### config.mk
export PLATFORM = sky130hd
export DESIGN_NAME = rmt_ram
export DESIGN_NICKNAME = d
export VERILOG_FILES = /design/src/design/rmt_ram.sv
export SDC_FILE = /design/constraint.sdc
export NUM_CORES = 2
export LEC_CHECK = 0
export BUFFER_PORTS_ARGS = -buffer_cell sky130_fd_sc_hd__buf_2
export CAP_MARGIN = 20
export CORE_ASPECT_RATIO = 1.75
export CORE_UTILIZATION = 45
export DETAILED_ROUTE_END_ITERATION = 10
export PLACE_DENSITY = 0.7
export RECOVER_POWER = 100
export SLEW_MARGIN = 20
export SYNTH_ARGS = -nofsm -noshare
export SYNTH_HDL_FRONTEND = slang
export SYNTH_SLANG_ARGS = --single-unit
### constraint.sdc
create_clock -name clock -period 4.2 [get_ports clock]
set_input_delay 0.63 -clock clock [delete_from_list [all_inputs] [get_ports clock]]
set_output_delay 0.63 -clock clock [all_outputs]
set_load 0.01 [all_outputs]
### src/design/rmt_ram.sv
module rmt_ram #(
   parameter int WIDTH = 32,
   parameter int DEPTH = 64,
   localparam int AW = (DEPTH > 1) ? $clog2(DEPTH) : 1
) (
   input  logic             clock,
   input  logic             wr_en,
   input  logic [AW-1:0]    wr_addr,
   input  logic [WIDTH-1:0] wr_data,
   input  logic             rd_en,
   input  logic [AW-1:0]    rd_addr,
   output logic [WIDTH-1:0] rd_data
);

   logic [WIDTH-1:0] mem_ff [DEPTH];
   logic [WIDTH-1:0] rd_data_ff;

   always_ff @(posedge clock) begin
      if (wr_en) begin
         mem_ff[wr_addr] <= wr_data;
      end
      if (rd_en) begin
         rd_data_ff <= mem_ff[rd_addr];
      end
   end

   assign rd_data = rd_data_ff;

endmodule

# After elaboration in Yosys (flattened, before gate mapping)
# Memory sizes are Yosys's and may differ from the RTL's. A register that Yosys moved wholly into a read port is not among the register bits.
# Index checks and enable logic that the tools add are counted.
[totals]
reg_bits = 0
latch_bits = 0
ram_bits = 2048
romBits = 0
inputBits = 47
output_inout_bits = 32
n_memories = 1
[op_classes]
addsub = 0
mul = 0
div = 0
order_cmp = 0
n_eq_ne = 0
shift = 0
mux = 2
bitwise = 0
n_reduce_logical = 0
[memory_table]
columns = ["name", "words", "word_bits", "read_ports", "rd_ports_with_merged_regs", "write_ports", "line_no", "source"]
rows = [
  ["mem_ff", 64, 32, 1, 1, 1, "15", "logic [WIDTH-1:0] mem_ff [DEPTH];"],
]
[op_table]
columns = ["operator", "n"]
rows = [
  ["2-to-1 mux 1 bit", 2],
]

# Depth between registers and ports, before layout
[depth]
depth_word = 2
mapped_depth = 10
depth_no_buf = 5

# Worst setup path after synthesis
# OpenSTA, ideal clock, no wires.
[synth_timing]
kind = "in2reg"
start = "in wr_addr[3]"
end = "mem mem_ff[48][0], enable pin"
setup_ns = 0.461
arrival_time_ns = 3.329
slack_ns = 0.410
cell_stages = 4
n_path_buf = 1
cell_sequence = "clkbuf_1 -> nor2b_1 -> nand4b_1 -> nor3_1"
[synth_lines]
columns = ["element", "line_no", "source"]
rows = [
  ["start, declared", "8", "input logic [AW-1:0] wr_addr,"],
  ["end, declared", "15", ""],
]
# No word-level cell before the write port.

# Worst setup path after layout
[layout_timing]
start = "in wr_addr[3]"
end = "mem mem_ff[7][1], enable pin"
# No word-level cell before the write port.

==> results.cfg <==
[synth]
yosysWarnings = 0
synth-compound-area-share = 0.01666
synth_ff_type = edfxtp_1
yosysMostFrequentCell = edfxtp_1
synth_cells = 3324
syn_area_per_cell_um2 = 23.72
synth_edf_count = 2080
synth.top_cell.area_share = 0.7923
synthSimpleGateAreaFrac = 0.01260
yosysTopAreaCell = edfxtp_1
yosysUniqueCellTypes = 33
synth_top_family_by_area = multiplexers
syn_area_mm2 = 0.07884
async_reset_ff_frac = 0
synth-xor-area-share = 0
synth.area.top_cells = edfxtp_1 79%, mux4_2 16%, mux2i_1 1.2%, o22ai_1 0.67%, nor2_1 0.65%
ys_seq_area_frac = 0.7923
synthesis.nets = 3371
synth_mux_area_frac = 0.1672
ys_ff_latch = 2080
synth_fa_ha_area_frac = 0
synth_common_cells = 2080 x edfxtp_1, 544 x mux4_2, 137 x nor2_1

[cts]
cts_setup_buffers = 0
cts.htree.levels = 4
root_buffer = clkbuf_16
ctsHoldBuffers = 0
clock-sinks = 2080
clk_pin_slew_ns = 0.07
cts_tree = yes
cts_max_path_buffers = 4
cts-buffers-inserted = 172
clk_latency_ns = 0.81
ctsResizeCount = 0

[placement]
post-dp-hpwl_mm = 119.9
portBuffers = 78
place_congestion = 0.8687
pre_cts_slack_ns = 0.4221
place_area_mm2 = 0.08373

[pwr]
power_density_mw_per_mm2 = 466.2
power.share.combinational = 0.055
clockPowerShare = 0.385
seqPwrFrac = 0.560
p_switching_w = 0.008637
irDropWorstVdd_v = 0.0003890
sw_frac_of_total = 0.2092
internal-power_w = 0.03265
leakage_nw = 27.16

[sta]
finalSetupViolations = 0
fmax_mhz = 281.4
skew_ns = 0.02679
tns_ns = 0
rsz0062_at_grt = false
tightest_slew_ns = 3.402
finalHoldViolCount = 0
timing.final.crit_share = 0.8462
setup_slack_ns = 0.6460
timing.final.max_slew_violations = 2267
min_period_ns = 3.554
relSlewSlack = -1.268

[cells_and_area]
area_delta_synth_final_pct = 12.32
fill_cells = 13200
drive_above_1_share = 0.2664
final_util = 0.5100
fin_area_mm2 = 0.08855
nNetsFinal = 3662

[grt]
grt_max_degree = 79
grt_use_total = 0.2286
antenna_found_initial = 27
grt_pass1_wl_mm = 283.7
grt_overflow = 0
grt_pass1_vias = 38060

[hold_path]
hold_path_class = input port to flip-flop

[run_status]
outcome = finished with violations
violations = capacitance limit, slew limit

[setup_path]
critPathMaxStageDelay_ns = 1.72
cp-start-kind = input port
crit_top_cell = clkbuf_1
cp.required_ns = 4.62
crit_arrival_ns = 3.97
criticalPathCategory = input port to flip-flop
crit_chain = clkbuf_1 -> or3_1 -> nor2_1 -> clkbuf_1
path_max_fanout = 14
crit_path_top_delay_cell = nor2_1
end_kind = flip-flop

[floorplanning]
rows = 202
die_h_um = 555.7
dieArea_mm2 = 0.1769
die_w_um = 318.4
coreArea_mm2 = 0.1736
start_util = 0.4540
io_pins = 79

[drt]
drt_iter0_drc = 4771
drtPass1Iterations = 5
drc = 0
wire_per_inst_um = 33.83
viasPerCell = 6.215
drt-total-wl_mm = 202.5
antenna_left = 0
vias = 37210

[job]
maxCapViolations = 59
==> layer usage <==
layer | wire length (um) | GRT usage | up-vias | share of wire
li1 | - | - | 14840 | -
met1 | 66910 | 0.2696 | 19970 | 0.33
met2 | 104900 | 0.3998 | 1911 | 0.52
met3 | 15980 | 0.02885 | 479 | 0.079
met4 | 14700 | 0.1390 | 12 | 0.073
met5 | 74 | 0 | - | 0.00037
==> final cells by class <==
cell class,instances,area [um^2],share of cell area
Antenna cell,8,20.02,0.0002261
Clock buffer,203,4527,0.05112
Clock inverter,91,894.6,0.01010
Multi-Input combinational cell,1062,15780,0.1782
Sequential cell,2080,62460,0.7054
Tap cell,2244,2808,0.03171
Timing Repair Buffer,299,2059,0.02326
==> power by group through the flow <==
stage / Sequential, W / Clock (W) / Combinational [W]
finish: 0.0231 / 0.0159 / 0.00226
global route: 0.0231 / 0.0167 / 0.00234
detailed placement: 0.0235 / 0 / 0.00231
global placement: 0.0235 / 0 / 0.00228
CTS: 0.0231 / 0.0161 / 0.00232
floorplan: 0.0235 / 0 / 0.00112
==> per-stage QoR <==
step / total power [W] / hold slack (ns) / cells
2_1_floorplan: 0.02464 / 0.7289 / 3324
3_3_place_gp: 0.02580 / 0.8320 / 5684
3_5_place_dp: 0.02585 / 0.8467 / 5685
4_1_cts: 0.04148 / 0.2747 / 5979
5_1_grt: 0.04220 / 0.5868 / 5980
6_report: 0.04128 / 0.5533 / 5987
==> kinds of logic after synthesis <==
logic type / after synthesis
flops: 2080
mux: 637
simple gates: 223
compound gates: 202
buf+inv: 182
==> sequential cells by signal, indices dropped and copies added, names as in the netlist <==
name and flops:
mem_ff 2048, rd_data 32
==> worst paths after layout <==
kind	from	end	cells after the start	slack, ns
min reg2reg	mem_ff[13][8]	rd_data[8]	4	0.87
min	wr_data[23]	mem_ff[32][23]	1	0.55
max reg2reg	mem_ff[63][31]	rd_data[31]	4	1.80
max	wr_addr[3]	mem_ff[7][1]	4	0.65
==> worst max-delay path: cells and delay by family <==
family | cells | cell delay (ns)
simple gates | 2 | 2.37
buf+inv | 2 | 0.95
==> cell usage in the layout, fill, tap and decap left out, drive strengths merged, types with 4 or more instances in the layout <==
master	synthesis	final
a22oi	12	12
nand3	5	5
nor2b	15	15
nor2	137	137
nand2b	8	8
clkinvlp	0	7
and3	4	4
o221ai	27	27
edfxtp	2080	2080
mux2i	93	93
o22ai	84	84
o32ai	4	4
nand3b	5	5
a311oi	8	8
nand2	26	26
a21oi	62	62
buf	108	144
or3b	5	5
clkinv	0	63
clkbuf	74	358
mux4	544	544
a41o	4	4
bufinv	0	18
diode	0	8
nor3	7	7
Power figures use the tool's default switching activity.
